==> src/design/bounded_deque_top_assert.svh <==
// ----------------------------------------------------------------------------
// bounded_deque_top assertion macros
// Concurrent assertion wrappers used by the deque controller; empty in synthesis.
// ----------------------------------------------------------------------------
`ifndef BOUNDED_DEQUE_TOP_ASSERT_SVH
`define BOUNDED_DEQUE_TOP_ASSERT_SVH

`ifndef SYNTH

// Check a property on every clock edge outside reset
`define BDQ_ASSERT(lbl, clk, rst_n, prop, msg) \
    lbl: assert property (@(posedge clk) disable iff (!rst_n) prop) else $error(msg);

// Check a property on every clock edge, reset included
`define BDQ_ASSERT_ALWAYS(lbl, clk, prop, msg) \
    lbl: assert property (@(posedge clk) prop) else $error(msg);

`else

`define BDQ_ASSERT(lbl, clk, rst_n, prop, msg)
`define BDQ_ASSERT_ALWAYS(lbl, clk, prop, msg)

`endif

`endif

==> src/design/bdq_pkg.sv <==
`timescale 1ns / 1ps
// ----------------------------------------------------------------------------
// bdq_pkg
// Types, codes and ring index helpers for the bounded double-ended queue.
// ----------------------------------------------------------------------------
package bdq_pkg;

    localparam int DEPTH  = 16;
    localparam int ADDR_W = $clog2(DEPTH);
    localparam int CNT_W  = $clog2(DEPTH + 1);
    localparam int SUM_W  = CNT_W + 1;
    localparam int DATA_W = 32;

    typedef enum logic [2:0] {
        OP_PUSH_FRONT = 3'd0,
        OP_PUSH_BACK  = 3'd1,
        OP_POP_FRONT  = 3'd2,
        OP_POP_BACK   = 3'd3,
        OP_DUMP       = 3'd4
    } t_op;

    typedef enum logic [1:0] {
        ST_ACCEPTED = 2'd0,
        ST_ELEMENT  = 2'd1,
        ST_EMPTY    = 2'd2,
        ST_FULL     = 2'd3
    } t_status;

    typedef enum logic {
        S_IDLE,
        S_EMIT
    } t_state;

    typedef struct packed {
        logic [2:0]               operation;
        logic signed [DATA_W-1:0] value;
    } t_in_word;

    typedef struct packed {
        logic signed [DATA_W-1:0] value_res;
        t_status                  status;
        logic                     last;
    } t_out_word;

    typedef struct packed {
        logic              we;
        logic [ADDR_W-1:0] waddr;
        logic [DATA_W-1:0] wdata;
        logic              re;
        logic [ADDR_W-1:0] raddr;
    } t_ram_req;

    // Ring position base + off, with off no larger than DEPTH
    function automatic logic [ADDR_W-1:0] ring_add(
        input logic [ADDR_W-1:0] base,
        input logic [CNT_W-1:0]  off
    );
        logic [SUM_W-1:0] sum;
        sum = SUM_W'(base) + SUM_W'(off);
        if (sum >= SUM_W'(DEPTH)) begin
            sum = sum - SUM_W'(DEPTH);
        end
        return sum[ADDR_W-1:0];
    endfunction

    function automatic logic [ADDR_W-1:0] ring_inc(input logic [ADDR_W-1:0] base);
        return (base == ADDR_W'(DEPTH - 1)) ? '0 : base + ADDR_W'(1);
    endfunction

    function automatic logic [ADDR_W-1:0] ring_dec(input logic [ADDR_W-1:0] base);
        return (base == '0) ? ADDR_W'(DEPTH - 1) : base - ADDR_W'(1);
    endfunction

endpackage

==> src/design/bdq_ram.sv <==
`timescale 1ns / 1ps
// ----------------------------------------------------------------------------
// bdq_ram
// Generic simple dual-port RAM: one write port, one read port, registered read.
// ----------------------------------------------------------------------------
module bdq_ram #(
    parameter int W = 32,
    parameter int D = 16
) (
    input  logic                 i_clk,
    input  logic                 i_we,
    input  logic [$clog2(D)-1:0] i_waddr,
    input  logic [W-1:0]         i_wdata,
    input  logic                 i_re,
    input  logic [$clog2(D)-1:0] i_raddr,
    output logic [W-1:0]         o_rdata
);

    logic [W-1:0] r_mem [D];
    logic [W-1:0] r_rdata;

    // Write port
    always_ff @(posedge i_clk) begin
        if (i_we) begin
            r_mem[i_waddr] <= i_wdata;
        end
    end

    // Read port, data held until the next read
    always_ff @(posedge i_clk) begin
        if (i_re) begin
            r_rdata <= r_mem[i_raddr];
        end
    end

    assign o_rdata = r_rdata;

endmodule

==> src/design/bdq_obuf.sv <==
`timescale 1ns / 1ps
// ----------------------------------------------------------------------------
// bdq_obuf
// Output word register between the deque controller and the result channel.
// ----------------------------------------------------------------------------
module bdq_obuf (
    input  logic              i_clk,
    input  logic              i_rst_n,
    input  logic              i_load,
    input  bdq_pkg::t_out_word i_word,
    output logic              o_ready,
    output logic              o_valid,
    input  logic              i_stall,
    output bdq_pkg::t_out_word o_word
);
    import bdq_pkg::*;

    logic      r_valid;
    t_out_word r_word;

    // Free when empty or when the held word leaves this cycle
    assign o_ready = !r_valid || !i_stall;

    // Track occupancy
    always_ff @(posedge i_clk) begin
        if (!i_rst_n) begin
            r_valid <= 1'b0;
        end else if (i_load) begin
            r_valid <= 1'b1;
        end else if (!i_stall) begin
            r_valid <= 1'b0;
        end
    end

    // Capture the new word
    always_ff @(posedge i_clk) begin
        if (i_load) begin
            r_word <= i_word;
        end
    end

    assign o_valid = r_valid;
    assign o_word  = r_word;

endmodule

==> src/design/bdq_ctrl.sv <==
`timescale 1ns / 1ps
// ----------------------------------------------------------------------------
// bdq_ctrl
// Deque controller: front index, count, RAM access and dump sequencing.
// ----------------------------------------------------------------------------
`include "bounded_deque_top_assert.svh"

module bdq_ctrl (
    input  logic               i_clk,
    input  logic               i_rst_n,
    input  logic               i_in_valid,
    input  bdq_pkg::t_in_word  i_in_word,
    output logic               o_in_stall,
    input  logic               i_out_ready,
    output logic               o_load,
    output bdq_pkg::t_out_word o_word,
    output bdq_pkg::t_ram_req  o_ram,
    input  logic [bdq_pkg::DATA_W-1:0] i_rdata
);
    import bdq_pkg::*;

    t_state            r_state, n_state;
    logic [ADDR_W-1:0] r_front, n_front;
    logic [CNT_W-1:0]  r_count, n_count;
    logic [ADDR_W-1:0] r_addr, n_addr;
    logic [ADDR_W-1:0] r_left, n_left;
    logic              accept;
    logic              full;
    logic              empty;
    logic [CNT_W-1:0]  count_m1;

    assign full     = (r_count == CNT_W'(DEPTH));
    assign empty    = (r_count == '0);
    assign count_m1 = r_count - CNT_W'(1);

    // Take a word only when idle and the output register can take its result
    assign o_in_stall = !((r_state == S_IDLE) && i_out_ready);
    assign accept     = i_in_valid && !o_in_stall;

    // Next state, RAM requests and results
    always_comb begin
        n_state       = r_state;
        n_front       = r_front;
        n_count       = r_count;
        n_addr        = r_addr;
        n_left        = r_left;
        o_load        = 1'b0;
        o_word        = '{value_res: '0, status: ST_ACCEPTED, last: 1'b1};
        o_ram         = '0;
        o_ram.wdata   = i_in_word.value;
        case (r_state)
            S_IDLE: begin
                if (accept) begin
                    case (t_op'(i_in_word.operation))
                        OP_PUSH_FRONT, OP_PUSH_BACK: begin
                            o_load = 1'b1;
                            if (full) begin
                                o_word.status = ST_FULL;
                            end else begin
                                o_ram.we = 1'b1;
                                n_count  = r_count + CNT_W'(1);
                                if (t_op'(i_in_word.operation) == OP_PUSH_FRONT) begin
                                    n_front     = ring_dec(r_front);
                                    o_ram.waddr = ring_dec(r_front);
                                end else begin
                                    o_ram.waddr = ring_add(r_front, r_count);
                                end
                            end
                        end
                        OP_POP_FRONT, OP_POP_BACK, OP_DUMP: begin
                            if (empty) begin
                                o_load        = 1'b1;
                                o_word.status = ST_EMPTY;
                            end else begin
                                o_ram.re = 1'b1;
                                n_state  = S_EMIT;
                                n_left   = '0;
                                case (t_op'(i_in_word.operation))
                                    OP_POP_FRONT: begin
                                        o_ram.raddr = r_front;
                                        n_front     = ring_inc(r_front);
                                        n_count     = count_m1;
                                    end
                                    OP_POP_BACK: begin
                                        o_ram.raddr = ring_add(r_front, count_m1);
                                        n_count     = count_m1;
                                    end
                                    default: begin
                                        o_ram.raddr = r_front;
                                        n_addr      = r_front;
                                        n_left      = count_m1[ADDR_W-1:0];
                                    end
                                endcase
                            end
                        end
                        default: begin
                            // unused codes: drop silently
                        end
                    endcase
                end
            end
            S_EMIT: begin
                // Emit the element the RAM read last; read the next one if any
                if (i_out_ready) begin
                    o_load           = 1'b1;
                    o_word.value_res = i_rdata;
                    o_word.status    = ST_ELEMENT;
                    o_word.last      = (r_left == '0);
                    if (r_left == '0) begin
                        n_state = S_IDLE;
                    end else begin
                        o_ram.re    = 1'b1;
                        o_ram.raddr = ring_inc(r_addr);
                        n_addr      = ring_inc(r_addr);
                        n_left      = r_left - ADDR_W'(1);
                    end
                end
            end
            default: begin
                n_state = S_IDLE;
            end
        endcase
    end

    // Control registers
    always_ff @(posedge i_clk) begin
        if (!i_rst_n) begin
            r_state <= S_IDLE;
            r_front <= '0;
            r_count <= '0;
        end else begin
            r_state <= n_state;
            r_front <= n_front;
            r_count <= n_count;
        end
    end

    // Dump walk registers
    always_ff @(posedge i_clk) begin
        r_addr <= n_addr;
        r_left <= n_left;
    end

    `BDQ_ASSERT(a_count_bound, i_clk, i_rst_n, r_count <= CNT_W'(DEPTH), "count above depth")
    `BDQ_ASSERT(a_load_ready, i_clk, i_rst_n, o_load |-> i_out_ready, "load into busy output")
    `BDQ_ASSERT(a_push_count, i_clk, i_rst_n, (o_ram.we && !o_ram.re) |=> (r_count == $past(r_count) + CNT_W'(1)), "push did not grow count")
    `BDQ_ASSERT(a_emit_read, i_clk, i_rst_n, (r_state == S_EMIT) |-> ($past(o_ram.re) || !$past(i_out_ready)), "emit without read")

endmodule

==> src/design/bounded_deque_top.sv <==
`timescale 1ns / 1ps
// ----------------------------------------------------------------------------
// bounded_deque_top
// Bounded double-ended queue of signed 32-bit values held in a RAM ring.
// ----------------------------------------------------------------------------
// Usage:
//   Input channel (i_in_valid / o_in_stall / i_in_word) takes one command word:
//   push front, push back, pop front, pop back or dump. Output channel
//   (o_out_valid / i_out_stall / o_out_word) returns result words.
//   Pushes, empty pops and empty dumps give their result in the cycle after
//   acceptance, and the block takes another command in the next cycle: one
//   command a cycle while the receiver does not stall. A pop reads the RAM
//   ring (registered read) and emits the element from the emit state. A dump
//   of N elements reads one RAM entry a cycle while the receiver does not
//   stall; the final word carries last. Full pushes are dropped with status
//   full. Every word from one command is loaded before the next is accepted.
//   Reset empties the queue (front index and count to zero); the RAM is not
//   cleared, as only occupied entries are ever read.
//   When the receiver stalls, the held result word stays put, the dump walk
//   pauses, and o_in_stall rises until the output register can take a word.
// ----------------------------------------------------------------------------
module bounded_deque_top (
    input  logic               i_clk,
    input  logic               i_rst_n,
    input  logic               i_in_valid,
    output logic               o_in_stall,
    input  bdq_pkg::t_in_word  i_in_word,
    output logic               o_out_valid,
    input  logic               i_out_stall,
    output bdq_pkg::t_out_word o_out_word
);
    import bdq_pkg::*;

    t_ram_req          ram_req;
    logic [DATA_W-1:0] ram_rdata;
    logic              out_ready;
    logic              out_load;
    t_out_word         out_word;

    // Queue controller
    bdq_ctrl u_ctrl (
        .i_clk       (i_clk),
        .i_rst_n     (i_rst_n),
        .i_in_valid  (i_in_valid),
        .i_in_word   (i_in_word),
        .o_in_stall  (o_in_stall),
        .i_out_ready (out_ready),
        .o_load      (out_load),
        .o_word      (out_word),
        .o_ram       (ram_req),
        .i_rdata     (ram_rdata)
    );

    // Element store
    bdq_ram #(
        .W (DATA_W),
        .D (DEPTH)
    ) u_ram (
        .i_clk   (i_clk),
        .i_we    (ram_req.we),
        .i_waddr (ram_req.waddr),
        .i_wdata (ram_req.wdata),
        .i_re    (ram_req.re),
        .i_raddr (ram_req.raddr),
        .o_rdata (ram_rdata)
    );

    // Result register
    bdq_obuf u_obuf (
        .i_clk   (i_clk),
        .i_rst_n (i_rst_n),
        .i_load  (out_load),
        .i_word  (out_word),
        .o_ready (out_ready),
        .o_valid (o_out_valid),
        .i_stall (i_out_stall),
        .o_word  (o_out_word)
    );

endmodule

==> config.mk <==
export PLATFORM = sky130hd
export DESIGN_NAME = bounded_deque_top
export DESIGN_NICKNAME = d
export VERILOG_FILES = /design/src/design/bdq_pkg.sv /design/src/design/bdq_ram.sv /design/src/design/bdq_obuf.sv /design/src/design/bdq_ctrl.sv /design/src/design/bounded_deque_top.sv
export VERILOG_INCLUDE_DIRS = /design/src /design/src/design
export SDC_FILE = /design/constraint.sdc
export NUM_CORES = 1
export LEC_CHECK = 0
export BUFFER_PORTS_ARGS = -buffer_cell sky130_fd_sc_hd__buf_4
export CAP_MARGIN = 20
export CORE_MARGIN = 4
export CORE_UTILIZATION = 31
export DETAILED_ROUTE_END_ITERATION = 8
export GPL_TIMING_DRIVEN = 1
export PLACE_DENSITY = 0.45
export RECOVER_POWER = 25
export SLEW_MARGIN = 40
export SYNTH_ARGS = -nofsm -noshare
export SYNTH_HDL_FRONTEND = slang
export SYNTH_SLANG_ARGS = --single-unit
export TNS_END_PERCENT = 1
==> constraint.sdc <==
create_clock -name i_clk -period 4.85 [get_ports i_clk]
set_input_delay 0.97 -clock i_clk [delete_from_list [all_inputs] [get_ports i_clk]]
set_output_delay 0.97 -clock i_clk [all_outputs]
set_load 0.01 [all_outputs]
# [Word level (Yosys, flattened, before mapping)]
# Memories as Yosys holds them, arrays and structs flattened. A register that Yosys moved wholly into a read port is not among the register bits.
# Cells that the tools add are included.
# Widths: inputs -> output; s select.
[classes] n_bitwise=1 n_addsub=10 mux=61 magnitude_cmp=2 eq_ne=19 reduce_logical=19
[ops] operator="$mux 4" n=23
[ops] operator="$mux 5" n=12
[ops] operator="$pmux 4 s2" n=3
[ops] operator="$pmux 5 s2" n=2
[ops] operator="$sub 4x1->4 const B" n=4
[ops] operator="$ne 2x2->1 const B" n=7
[ops] operator="$add 4x5->6" n=2
[ops] operator="$ge 6x5->1 const B" n=2
[ops] operator="$mux 1" n=12
[ops] operator="$reduce_and 6->1" n=2
[ops] operator="$ne 2x1->1 const B" n=5
[ops] operator="$add 4x1->4 const B" n=2
[ops] operator="$eq 4x4->1 const B" n=2
[ops] operator="$logic_not 4->1" n=2
[ops] operator="$mux 2" n=4
[ops] operator="$pmux 2 s2" n=2
[ops] operator="$reduce_and 7->1" n=1
[ops] operator="$eq 3x2->1 const B" n=2
[ops] operator="$pmux 1 s2" n=3
[ops] operator="$add 5x1->5 const B" n=1
[ops] operator="$eq 5x5->1 const B" n=1
[ops] operator="$logic_not 5->1" n=1
[ops] operator="$reduce_and 5->1" n=1
[ops] operator="$sub 5x1->5 const B" n=1
[ops] operator="11 further kinds" n=15
[word_totals] ram_bits=512 in_bits=39 out_inout_bits=37 regBits=54 word_cells=122 memories=1
[memory_table] name="u_ram.r_mem" words=16 word_bits=32 rd=1 rd_clocked_by_memory_dff=1 write_ports=1 line_no="bdq_ram.sv:19" rtl="logic [W-1:0] r_mem [D];"

# [Logic depth before layout (Yosys ltp)]
# Gate-level depths: netlist of run 1.
[logic_depth] word_depth=10 mapped_depth=13 depth_no_buf=11

# [By module]
# A second synthesis of run 1 with hierarchy kept.
[hier_totals] hier_cells=1158 hier_area_um2=23369.9
[by_module_without_submodules] module="bdq_ram" n_inst=1 area_per_inst_um2=20155.6 cells_each=838 seq_area_each_um2=16335.7
[by_module_without_submodules] module="bdq_ctrl" n_inst=1 area_per_inst_um2=2128.3 cells_each=281 seq_area_each_um2=440.4
[by_module_without_submodules] module="bdq_obuf" n_inst=1 area_per_inst_um2=1086.0 cells_each=39 seq_area_each_um2=1071.0

# [Worst setup path before layout of run 1]
# No wires, ideal clock.
[synth_path] path_kind="input-to-reg" from="input i_out_stall" to="register u_obuf.r_word, in the netlist u_obuf.o_word[0], enable pin" setup_slack_ps=679 t_required_ps=4374 stages=2 arrival_time_ps=3695 n_path_buf=0 cell_sequence="and2_0 -> o21ai_0"
[synth_between] elab_chain_len=6 word_cells_on_any_way=7
[synth_lines] item="from (decl)" line_no="bounded_deque_top.sv:29" rtl="input logic i_out_stall,"
[synth_lines] item="$logic_not 1->1 *" line_no="bdq_obuf.sv:22" rtl="assign o_ready = !r_valid || !i_stall;"
[synth_lines] item="$logic_or 1x1->1 *" line_no="bdq_obuf.sv:22"
[synth_lines] item="$logic_and 1x1->1" line_no="bdq_ctrl.sv:37" rtl="assign o_in_stall = !((r_state == S_IDLE) && i_out_ready);"
[synth_lines] item="$logic_and 1x1->1" line_no="bdq_ctrl.sv:38" rtl="assign accept = i_in_valid && !o_in_stall;"
[synth_lines] item="$mux 1" line_no="bdq_ctrl.sv:53" rtl="if (accept) begin"
[synth_lines] item="$pmux 1 s2 *" line_no="bdq_ctrl.sv:51" rtl="case (r_state)"
[synth_lines] item="via out_load" line_no="bounded_deque_top.sv:37" rtl="logic out_load;"
[synth_lines] item="to (signal assigned)" line_no="bdq_obuf.sv:38" rtl="r_word <= i_word;"
[synth_lines] item="to (decl)" line_no="bdq_obuf.sv:19" rtl="t_out_word r_word;"
# Mark *: on every way through the listed nets, which the timed path passes. The rest lies on a longest branch.
# A chain may end at the register's enable or synchronous reset.

# [Final worst setup path of run 1]
[layout_path] from="register u_ctrl.r_count[0]" to="register u_ram.r_rdata[17], in the netlist u_ram.o_rdata[17] (read register of u_ram.r_mem), data pin"
[layout_between] elab_chain_len=9 word_cells_on_any_way=11
[layout_lines] item="from (decl)" line_no="bdq_ctrl.sv:24" rtl="logic [CNT_W-1:0] r_count, n_count;"
[layout_lines] item="from (signal assigned)" line_no="bdq_ctrl.sv:134" rtl="r_count <= n_count;"
[layout_lines] item="$sub 5x1->5" line_no="bdq_ctrl.sv:34" rtl="assign count_m1 = r_count - CNT_W'(1);"
[layout_lines] item="$add 4x5->6" line_no="bdq_pkg.sv:59" rtl="sum = SUM_W'(base) + SUM_W'(off);"
[layout_lines] item="$ge 6x5->1 / $sub 4x1->4 (equally long branches)" line_no="bdq_pkg.sv:60, bdq_pkg.sv:61"
[layout_lines] item="$mux 4" line_no="bdq_pkg.sv:60" rtl="if (sum >= SUM_W'(DEPTH)) begin"
[layout_lines] item="$mux 4" line_no="bdq_ctrl.sv:78" rtl="case (t_op'(i_in_word.operation))"
[layout_lines] item="$mux 5 *" line_no="bdq_ctrl.sv:71" rtl="if (empty) begin"
[layout_lines] item="$mux 5 *" line_no="bdq_ctrl.sv:54" rtl="case (t_op'(i_in_word.operation))"
[layout_lines] item="$mux 5 *" line_no="bdq_ctrl.sv:53"
[layout_lines] item="$pmux 5 s2 *" line_no="bdq_ctrl.sv:51"
[layout_lines] item="to (decl)" line_no="bdq_ram.sv:20" rtl="logic [W-1:0] r_rdata;"
# Mark *: on every way between the ends. The rest lies on a longest branch, timed or not.

==> summary.md, run 1 <==
| Metric | Value |
|---|---|
| Most frequent cells in the layout | sky130_fd_sc_hd__edfxtp_1 (587), sky130_fd_sc_hd__nand2_1 (472), sky130_fd_sc_hd__nand3_1 (229) |
| Sequential power share | 51.4% |
| RSZ-0062 raised after global routing | false |
| Via count normalized by instance count | 4.79 |
| Maxcap violations | 0 |
| Count of vias placed by the detailed router | approximately 14000 |
| Count of fill cells added during filler insertion | 7298 |
| Clock network latency to the later pin of the worst-skew pair | 590 ps |
| #FFs+latches synth | roughly 600 |
| I/O pin total | 76 |
| Worst setup margin | 1050 ps |
| Switching part of the total power | 22.3% |
| Die Ht | 285 um |
| Main synth FF type | sky130_fd_sc_hd__edfxtp_1 |
| Final core area utilization | 36.7% |
| Smallest hold slack | 517 ps |
| Register area share after synthesis | 75.1% |
| # port buffers | 75 |
| HPWL after detailed placement | 34.4 mm |
| Avg Cell Area, Syn | 13.7 um2 |
| Worst-case vdd ir drop | 196 uV |
| Congestion Overflow GR | 0 |
| Number of violations reported at the end of detailed-routing iteration 0 | 1045 |
| Synth Warn # | 0 |
| Worst Path Arrival | 4120 ps |
| Resized Gates After CTS | 0 |
| Net switching power figure | ~2.5 mW |
| Number of nets with antenna violations after routing | 0 |
| Comb power frac | 6.0% |
| Post-route minimum period | about 3800 ps |
| Cell area after synthesis | 23800 um2 |
| Portion of total power attributed to the clock network | roughly 43% |
| Global placement routability congestion | 0.736 |
| Clk sinks | 598 |
| Number of global-route vias before repair | between 10000 and 15000 |
| Critical path launch point type | flop |
| Power density over cell area | 406 nW/um2 |
| Number of post-CTS setup repair buffers | 0 |
| Setup slack on the worst flop-to-flop path | approximately 1000 ps |
| Root cell of the clock tree | sky130_fd_sc_hd__clkbuf_16 |
| Cell Rows | 101 |
| Hold bufs inserted after CTS | 0 |
| Initial Util | 31.3% |
| Maximum number of pins on one net before global-route repair | 65 |
| Core area | 75900 um2 |
| Wire length of the first global-routing pass | between 90 and 100 mm |
| Share of cells above drive strength 1 | 11.9% |
| Area used by multi-input combinational logic | 5610 um2 |
| Total power | ~11 mW |
| Worst setup path category | flop to flop |
| Number of nets in the layout | 1888 |
| Critical Path Sink Type | flop |
| Antenna violations before repair | 2 |
| Worst Max-Slew Pin Slew | 865 ps |
| Worst slew slack as a fraction of its limit | 42.1% |
| Net count of the mapped netlist | roughly 1800 |
| Clk pin slew, worst setup/hold paths | about 60 ps |
| Count of different cell masters after synthesis | between 50 and 60 |
| Post-synthesis async set-or-reset flop share | 0% |
| DRC viols | 0 |
| Cells after synthesis | 1737 |
| Total inserted antenna cells | 0 |
| Setup-violating endpoint count in the final report | 0 |
| Most frequent standard cell in the layout excluding fill and tap cells | sky130_fd_sc_hd__edfxtp_1 |
| Number of buffers on the longest clock path | 3 |
| Path category of the worst min-delay check | flop to flop |
| Area taken by flip-flops and latches | 17800 um2 |
| Die X | 285 um |
| Clock tree from TritonCTS | done |
| Final sum of negative setup slack | 0 ps |
| Max Clock Freq | around 260 MHz |
| Endpoint required time on the critical path | 5160 ps |
| Setup WS pre-CTS | 948 ps |
| H-tree level count | 3 |
| Pre-antenna DRT Iters | 5 |
| Synthesis-to-finish area growth | 17.4% |
| Drt wl/cell | 21.5 um |
| GRT Overall Usage | 15.3% |
| Period utilization | 78.4% |
| Post-synth EDFFs | roughly 600 |
| Int Power | 8.80 mW |
| Run status | finished, final reports clean |
| Leakage | 9.70 nW |
| Die area | ~81000 um2 |
| Skew final | 21.3 ps |
| Count of endpoints failing hold in the final timing report | 0 |
| Number of buffers added by the clock tree synthesis step | 67 |
| Count of final max-slew check failures | 0 |
| Final wirelength | 62.7 mm |
| Worst-path fanout max | 35 |
-- logic make-up after synthesis --
| kind of cell | synth area share, % |
|---|---|
| adders and majority gates | 0.853 |
| buffers and inverters | 2.07 |
| AOI/OAI and AO/OA | 2.92 |
| and+or+nand+nor | 15.5 |
| muxes | 2.91 |
| DFF | 75.1 |
| xor gates and xnor gates | 0.664 |
-- critical path, cell delays in order, from the launching register on --
cell and delay (ps):
sky130_fd_sc_hd__dfxtp_1 490, sky130_fd_sc_hd__inv_1 140, sky130_fd_sc_hd__ha_1 370, sky130_fd_sc_hd__fa_1 460, sky130_fd_sc_hd__mux2_2 300, sky130_fd_sc_hd__o32a_1 270
sky130_fd_sc_hd__nor2_4 440, sky130_fd_sc_hd__buf_12 330, sky130_fd_sc_hd__buf_4 360, sky130_fd_sc_hd__a32oi_1 160, sky130_fd_sc_hd__nand3_1 130, sky130_fd_sc_hd__mux2i_1 70
-- final timing paths --
kind         cells past startpoint                end              start
min reg2reg                      1  u_obuf.o_word[28]  u_ram.o_rdata[25]
max                             11  u_ram.o_rdata[17]  u_ctrl.r_count[0]
max reg2reg                     11  u_ram.o_rdata[17]  u_ctrl.r_count[0]
min                              1  u_obuf.o_word[28]  u_ram.o_rdata[25]
-- power by group through the flow --
stage	sequential (mW)	combinational [mW]	clock, mW
after floorplan	5.94	0.361	0
after CTS	5.83	0.709	4.98
after global routing	5.84	0.757	5.19
after detailed placement	5.94	0.704	0
final	5.83	0.680	4.83
after global placement	5.94	0.694	0
-- cell usage after synthesis (3+ instances only) --
master | count | share of area, %
sky130_fd_sc_hd__buf_4 | 4 | 0.13
sky130_fd_sc_hd__o22ai_1 | 4 | 0.11
sky130_fd_sc_hd__buf_2 | 35 | 0.74
sky130_fd_sc_hd__buf_6 | 3 | 0.14
sky130_fd_sc_hd__a32oi_1 | 32 | 1.2
sky130_fd_sc_hd__inv_1 | 12 | 0.19
sky130_fd_sc_hd__nand4_1 | 33 | 0.87
sky130_fd_sc_hd__o21ai_0 | 15 | 0.32
sky130_fd_sc_hd__xor2_1 | 5 | 0.18
sky130_fd_sc_hd__dfxtp_1 | 11 | 0.93
sky130_fd_sc_hd__nor3_1 | 4 | 0.084
sky130_fd_sc_hd__mux2i_1 | 68 | 2.9
sky130_fd_sc_hd__buf_1 | 6 | 0.095
sky130_fd_sc_hd__ha_1 | 13 | 0.68
sky130_fd_sc_hd__or3_1 | 5 | 0.13
sky130_fd_sc_hd__edfxtp_1 | 587 | 74
sky130_fd_sc_hd__nor2_2 | 3 | 0.079
sky130_fd_sc_hd__xnor2_1 | 13 | 0.48
sky130_fd_sc_hd__a21oi_1 | 17 | 0.36
sky130_fd_sc_hd__and2_1 | 39 | 1.0
sky130_fd_sc_hd__a21boi_0 | 4 | 0.13
sky130_fd_sc_hd__clkbuf_1 | 46 | 0.73
sky130_fd_sc_hd__nand2_1 | 472 | 7.5
sky130_fd_sc_hd__nand3_1 | 229 | 4.8
sky130_fd_sc_hd__nor2_1 | 36 | 0.57
-- through the flow --
step	cells	instance area, um2
after floorplan	1737	23800
after global placement	2793	25900
after detailed placement	2794	25900
after CTS	2910	28000
after global routing	2911	27900
final	2911	27900
-- cell type report --
class	instances	area share, %
Sequential cell	598	64.0
Inverter	13	0.175
Timing Repair Buffer	124	3.73
Multi-Input combinational cell	1030	20.1
Clock buffer	76	6.24
Clock inverter	40	1.13
Tap cell	1030	4.62
-- routing by layer --
layer,vias up,track usage (%),part of all wire (%)
met1,7039,20.7,46
met2,252,25.4,48
met5,-,0,0.019
met3,89,2.41,3.9
li1,6561,-,-
met4,2,4.43,2.1
-- flip-flops by register name, summed over array words and instances (netlist names) --
name,count
u_ctrl.r_count,5
u_ctrl.r_left,4
u_ctrl.r_addr,4
u_ctrl.r_front,4
u_ctrl.r_state,1
u_ram.r_mem,512
u_obuf.o_word,35
u_ram.o_rdata,32
u_obuf.o_valid,1
(Power assumes the default switching activity.)
==> run 2: changes to the inputs <==
ABC_AREA = 1   (was unset)
PLACE_DENSITY = 0.46   (was 0.45)
clock period = 3.3 ns   (was 4.85 ns; I/O delays follow)
==> summary.md, run 2 <==
| Metric | Value |
|---|---|
| I/O pin total | 76 |
| Xor-xnor portion of the synthesized cell area | 0.269% |
| Share of cells above drive strength 1 | about a tenth |
| Clock network latency to the later pin of the worst-skew pair | 600 ps |
| Largest area contributor in the netlist | sky130_fd_sc_hd__edfxtp_1 |
| Run status | finished, final reports clean |
| Setup-violating endpoint count in the final report | 0 |
| Count of final max-slew check failures | 0 |
| Number of buffers on the longest clock path | 3 |
| Register area share after synthesis | roughly 68% |
| GRT Overall Usage | around 16% |
| Path category of the worst min-delay check | input port to flop |
| Cell types with the largest area share after synthesis | sky130_fd_sc_hd__edfxtp_1 (68%), sky130_fd_sc_hd__nand3_1 (11%), sky130_fd_sc_hd__nand2_1 (8.7%) |
| Crit path buf inv count | 4 |
| Adder and majority cell fraction of the synthesized area | 0.777% |
| Maxcap violations | 0 |
| Launching element of the worst setup path | u_ctrl.r_count[1] |
| Count of endpoints failing hold in the final timing report | 0 |
| Post-synth EDFFs | 587 |
| Final sum of negative setup slack | 0 ps |
| Worst setup path category | flop to flop |
| Clk sinks | 598 |
| Period utilization | 92.6% |
| Share of the synthesized area in the top cell type | 67.6% |
| RSZ-0062 raised after global routing | false |
| Cells after synthesis | 2422 |
| Slowest CP cell | sky130_fd_sc_hd__buf_4 |
| Drt wl/cell | 19.5 um |
| Die X | 298 um |
| Antenna violations before repair | 0 |
| Die Ht | 298 um |
| Critical Path Sink Type | flop |
| Hold bufs inserted after CTS | 0 |
| Startpoint of the worst-slack reg-to-reg timing path | u_ctrl.r_count[1] |
| Smallest hold slack | approximately 360 ps |
| Via count normalized by instance count | 4.79 |
| Final wirelength | 70.9 mm |
| Worst slew slack as a fraction of its limit | a little under half |
| Die area | 88900 um2 |
| Worst Path Arrival | 3520 ps |
| Congestion Overflow GR | 0 |
| Compound-cell area share of the yosys netlist | 1.18% |
| Critical path launch point type | flop |
| Core area | 83600 um2 |
| Worst Max-Slew Pin Slew | between 800 and 900 ps |
| Leakage | 12.1 nW |
| Number of nets with antenna violations after routing | 0 |
| Maximum number of pins on one net before global-route repair | about 110 |
| Net count of the mapped netlist | 2476 |
| Avg Cell Area, Syn | 10.8 um2 |
| Synth Warn # | 0 |
| H-tree level count | 3 |
| Root cell of the clock tree | sky130_fd_sc_hd__clkbuf_16 |
| Main synth FF type | sky130_fd_sc_hd__edfxtp_1 |
| Worst path max stage delay | a little over 500 ps |
| # port buffers | 75 |
| Count of different cell masters after synthesis | 36 |
| Simple-gate share of the synthesized area | 21.6% |
| Cell seen most often among critical-path stages | sky130_fd_sc_hd__nand3_1 |
| Post-route minimum period | between 3000 and 4000 ps |
| #FFs+latches synth | 598 |
| Number of global-route vias before repair | 17542 |
| Most frequent standard cell in the layout excluding fill and tap cells | sky130_fd_sc_hd__nand2_1 |
| Clock tree from TritonCTS | done |
| Critical-path cell list | inv_1 -> ha_1 -> xnor2_1 -> inv_1 -> ha_1 -> nand3_1 -> nand3_1 -> inv_1 -> nand2_1 -> nand3_1 -> nand2_1 -> nand3_1 -> nand2_2 -> buf_4 -> nand3_1 -> nand2_1 |
| Worst-path fanout max | 32 |
| Synthesis-to-finish area growth | 17.1% |
| Cell area after synthesis | roughly 26000 um2 |
| DRC viols | 0 |
| Max Clock Freq | 327 MHz |
| Register containing the most flip-flops in the final layout | u_ram.r_mem |
| Most frequent cells in the layout | sky130_fd_sc_hd__nand2_1 (600), sky130_fd_sc_hd__nand3_1 (592), sky130_fd_sc_hd__edfxtp_1 (587) |
| Global placement routability congestion | roughly 0.8 |
| Pre-antenna DRT Iters | 5 |
| Count of vias placed by the detailed router | 17421 |
| Initial Util | 31.2% |
| Largest register FFs | 512 |
| Post-synthesis async set-or-reset flop share | 0% |
| Clk pin slew, worst setup/hold paths | 60 ps |
| Worst-case vdd ir drop | between 200 and 300 uV |
| HPWL after detailed placement | roughly 39 mm |
| Endpoint required time on the critical path | approximately 3800 ps |
| Combinational family with the most area after synthesis | simple AND/OR/NAND/NOR gates |
| Skew final | approximately 20 ps |
| Cell Rows | 106 |
| Power density over cell area | 561 nW/um2 |
| Fraction of synthesized area in multiplexers | 0% |
| Number of violations reported at the end of detailed-routing iteration 0 | about 1300 |
| Wire length of the first global-routing pass | 109 mm |
| Number of nets in the layout | 2558 |
| Top cells by count, synth | sky130_fd_sc_hd__nand2_1 (602), sky130_fd_sc_hd__nand3_1 (592), sky130_fd_sc_hd__edfxtp_1 (587), sky130_fd_sc_hd__inv_1 (324), sky130_fd_sc_hd__buf_2 (86) |
| Start point of the worst hold path | i_rst_n |
| Kind of cell with the highest combined delay on the critical path | simple AND/OR/NAND/NOR gates |
| Most common cell in the synthesized netlist | sky130_fd_sc_hd__nand2_1 |
| Number of buffers added by the clock tree synthesis step | between 60 and 70 |
## run 2: repair_timing
item,4_1_cts,5_1_grt
hold endpoints to repair,0,0
setup endpoints to repair,0,4
resized for setup,0,1
setup buffers,0,0
## run 2: path summary, 6_finish.rpt
check | slack (ps) | end | cells past startpoint
setup / recovery | 250 | u_ram.o_rdata[19] | 16
hold / removal | 360 | u_ctrl.r_count[2] | 3
setup reg to reg | 250 | u_ram.o_rdata[19] | 16
hold reg to reg | 530 | u_ctrl.r_count[4] | 2
## run 2: final cells by class
class                      count  area [um2]
fill                        8187       53000
sequential                   598       17800
multi-input combinational   1358        6390
clock buffer                  89        1890
timing repair buffer         147        1570
tap                         1080        1350
inverter                     330        1240
clock inverter                33         258
antenna                        1        2.50
## run 2: kinds of logic after synthesis
logic type / count (synthesis)
AOI/OAI and AO/OA: 55
xor gates and xnor gates: 8
adders and majority gates: 15
buffers and inverters: 466
DFF: 598
and+or+nand+nor: 1280
## run 2: metrics by stage
step / setup slack, ps / area, um2 / utilization [%] / cells / total power [mW]
floorplan: -192 / 26100 / - / 2422 / 9.46
global placement: 156 / 28500 / 34.1 / 3513 / 10.0
detailed placement: 217 / 28500 / 34.1 / 3513 / 10.0
CTS: 185 / 30600 / 36.7 / 3635 / 17.4
global route: 33.0 / 30500 / 36.6 / 3635 / 17.8
finish: 245 / 30600 / 36.6 / 3636 / 17.1
## run 2: worst min-delay path: stages
cell and delay, ps:
sky130_fd_sc_hd__buf_4 150, sky130_fd_sc_hd__nand2_1 70, sky130_fd_sc_hd__a21oi_1 40
## run 2: metal layers
metal | share of wire (%) | GRT usage (%) | wire [um]
met1 | 45 | 21.3 | 31600
met2 | 49 | 27.0 | 34700
met3 | 4.4 | 2.23 | 3120
met4 | 2.0 | 4.35 | 1430
met5 | 0 | 0 | 0
## run 2: power by group
| part | internal [mW] | switching (mW) | total, mW |
|---|---|---|---|
| clock | 4.27 | 3.03 | 7.30 |
| sequential | 8.53 | 0.0591 | 8.59 |
| combinational | 0.399 | 0.867 | 1.27 |
==> run 3: changes to the inputs <==
SYNTH_HIERARCHICAL = 1   (was unset)
==> summary.md, run 3 <==
| Metric | Value |
|---|---|
| Run status | finished, final reports clean |
| Maximum number of pins on one net before global-route repair | 88 |
| Number of post-CTS setup repair buffers | 0 |
| Clk sinks | between 500 and 600 |
| Die X | 300 um |
| GR met2 Demand/Resource | 26.3% |
| Top cells by count, synth | sky130_fd_sc_hd__nand2_1 (742), sky130_fd_sc_hd__edfxtp_1 (587), sky130_fd_sc_hd__inv_1 (447), sky130_fd_sc_hd__nand3_1 (402), sky130_fd_sc_hd__nor2_1 (74) |
| Number of buffers on the longest clock path | 3 |
| Core area | 84000 um2 |
| Initial Util | 31.4% |
| Synth Warn # | 6 |
| Leakage | around 13 nW |
| Cell seen most often among critical-path stages | sky130_fd_sc_hd__nand3_1 |
| DRC viols | 0 |
| Period utilization | 91.3% |
| Simple-gate share of the synthesized area | 20.0% |
| Root cell of the clock tree | sky130_fd_sc_hd__clkbuf_16 |
| Most frequent cells in the layout | sky130_fd_sc_hd__nand2_1 (739), sky130_fd_sc_hd__edfxtp_1 (587), sky130_fd_sc_hd__inv_1 (445) |
| Power density over cell area | 557 nW/um2 |
| Net count of the mapped netlist | 2562 |
| Die area | 89800 um2 |
| Most frequent standard cell in the layout excluding fill and tap cells | sky130_fd_sc_hd__nand2_1 |
| Setup-violating endpoint count in the final report | 0 |
| Worst-path fanout max | 87 |
| Crit path buf inv count | 3 |
| Post-route minimum period | 3010 ps |
| Drt wl/cell | 18.9 um |
| Number of violations reported at the end of detailed-routing iteration 0 | 1161 |
| Cells after synthesis | 2508 |
| Hold bufs inserted after CTS | 0 |
| Number of nets with antenna violations after routing | 0 |
| # port buffers | 75 |
| Skew final | 27.8 ps |
| Met1 capacity usage during global routing | 22.1% |
| Count of final max-slew check failures | 0 |
| Final sum of negative setup slack | 0 ps |
| Pre-antenna DRT Iters | 5 |
| Wire length of the first global-routing pass | roughly 110 mm |
| Area used by multi-input combinational logic | 6020 um2 |
| Clk pin slew, worst setup/hold paths | 60 ps |
| H-tree level count | 3 |
| Count of fill cells added during filler insertion | ~8300 |
| #FFs+latches synth | 598 |
| Max Clock Freq | 332 MHz |
| Worst Max-Slew Pin Slew | between 700 and 800 ps |
| Avg Cell Area, Syn | 10.5 um2 |
| Largest area contributor in the netlist | sky130_fd_sc_hd__edfxtp_1 |
| Worst-case vdd ir drop | approximately 310 uV |
| Worst path max stage delay | 490 ps |
| Die Ht | 300 um |
| Worst setup margin | 286 ps |
| Combinational family with the most area after synthesis | simple AND/OR/NAND/NOR gates |
| RSZ-0062 raised after global routing | false |
| Endpoint required time on the critical path | 3640 ps |
| Fraction of synthesized area in multiplexers | 0% |
| Congestion Overflow GR | 0 |
| Worst Path Arrival | 3360 ps |
| Final wirelength | 71.7 mm |
| Antenna violations before repair | 4 |
| GRT Overall Usage | between 10% and 20% |
| Synthesis-to-finish area growth | 17.0% |
| Cell area after synthesis | 26400 um2 |
| Via count normalized by instance count | 4.50 |
| Number of global-route vias before repair | 16752 |
| Most common cell in the synthesized netlist | sky130_fd_sc_hd__nand2_1 |
| Critical path launch point type | flop |
| Critical Path Sink Type | flop |
| Compound-cell area share of the yosys netlist | 0.911% |
| Register containing the most flip-flops in the final layout | u_ram/r_mem |
| Count of endpoints failing hold in the final timing report | 0 |
| Path category of the worst min-delay check | input port to flop |
| Kind of cell with the highest combined delay on the critical path | adder cells |
| Post-synthesis async set-or-reset flop share | 0% |
| Resized Gates After CTS | 0 |
| Share of the synthesized area in the top cell type | 66.8% |
| Final core area utilization | 36.8% |
| Setup WS pre-CTS | 136 ps |
| Register area share after synthesis | 67.7% |
| Number of buffers added by the clock tree synthesis step | between 70 and 80 |
| Area taken by flip-flops and latches | 17800 um2 |
| Number of nets in the layout | 2654 |
| Met3 Use GR | 2.35% |
| Cell Rows | 106 |
| I/O pin total | 76 |
| HPWL after detailed placement | 40.9 mm |
| Post-synth EDFFs | 587 |
| Count of different cell masters after synthesis | 38 |
| Clock network latency to the later pin of the worst-skew pair | slightly above 600 ps |
| Largest register FFs | between 500 and 600 |
| GR peak layer | met2 |
| Worst slew slack as a fraction of its limit | about 47% |
| Maxcap violations | 0 |
| Slowest CP cell | sky130_fd_sc_hd__fa_1 |
| Smallest hold slack | 357 ps |
| Adder and majority cell fraction of the synthesized area | 0.769% |
| Global placement routability congestion | 0.774 |
| Critical-path cell list | inv_1 -> ha_1 -> fa_1 -> nand2_1 -> o21ai_0 -> o22ai_4 -> inv_4 -> buf_12 -> nand3_1 -> nand3_1 -> nand3_1 -> nand2_1 |
| Count of vias placed by the detailed router | 17042 |
| Clock tree from TritonCTS | done |
| Cell types with the largest area share after synthesis | sky130_fd_sc_hd__edfxtp_1 (67%), sky130_fd_sc_hd__nand2_1 (11%), sky130_fd_sc_hd__nand3_1 (7.6%) |
| Xor-xnor portion of the synthesized cell area | less than 1% |
| Share of cells above drive strength 1 | a little over a tenth |
| Worst setup path category | flop to flop |
| Main synth FF type | sky130_fd_sc_hd__edfxtp_1 |
==> run 3: cell types whose count changed in the layout (fill, tap and decap cells not counted), sizes merged, moves of 5 or more <==
cell / change
nand3: -191
nand2: +144
inv: +128
buf: +15
nor2: +11
o21ai: -11
xor2: +5
==> run 3: logic make-up after synthesis <==
kind of cell / count (synthesis)
simple gates: 1244
buf+inv: 598
flops: 598
compound gates: 40
fa+ha+maj: 15
xor+xnor: 13
==> run 3: worst paths after layout <==
| check | startpoint | endpoint | slack, ps | depth (start not counted) |
|---|---|---|---|---|
| hold reg to reg | u_ctrl/r_count[4] | u_ctrl/r_count[4] | 500 | 2 |
| hold / removal | i_rst_n | u_obuf/o_valid | 360 | 3 |
| setup / recovery | u_ctrl/r_count[0] | u_ram/o_rdata[18] | 290 | 12 |
| setup reg to reg | u_ctrl/r_count[0] | u_ram/o_rdata[18] | 290 | 12 |
==> run 3: routing by layer <==
layer	wire (um)	vias to the layer above
li1	-	8277
met1	33000	8252
met2	34000	420
met3	3480	89
met4	1220	4
met5	28	-
==> run 3: through the flow <==
step	area (um2)	cells	power, mW
after floorplan	26400	2508	9.49
after global placement	28800	3661	10.0
after detailed placement	28800	3661	10.0
after CTS	31000	3784	17.4
after global routing	30900	3786	17.9
final	30900	3786	17.2
==> run 3: area by class of cell <==
class                      count  area share [%]
antenna                        2          0.0162
inverter                     456            5.57
tap                         1134            4.60
clock buffer                  86            5.94
timing repair buffer         161            5.52
sequential                   598            57.8
clock inverter                37            1.01
multi-input combinational   1312            19.5
==> run 3: worst register-to-register path: stages, from the launching register on <==
cell and delay (ps):
sky130_fd_sc_hd__dfxtp_1 320, sky130_fd_sc_hd__inv_1 120, sky130_fd_sc_hd__ha_1 420, sky130_fd_sc_hd__fa_1 490
sky130_fd_sc_hd__nand2_1 80, sky130_fd_sc_hd__o21ai_0 150, sky130_fd_sc_hd__o22ai_4 310, sky130_fd_sc_hd__inv_4 90
sky130_fd_sc_hd__buf_12 230, sky130_fd_sc_hd__nand3_1 290, sky130_fd_sc_hd__nand3_1 90, sky130_fd_sc_hd__nand3_1 110
sky130_fd_sc_hd__nand2_1 80
==> run 3: power breakdown <==
group | total [mW] | internal (mW) | switching [mW]
logic | 1.28 | 0.406 | 0.874
clock network | 7.35 | 4.27 | 3.08
registers | 8.54 | 8.50 | 0.0472
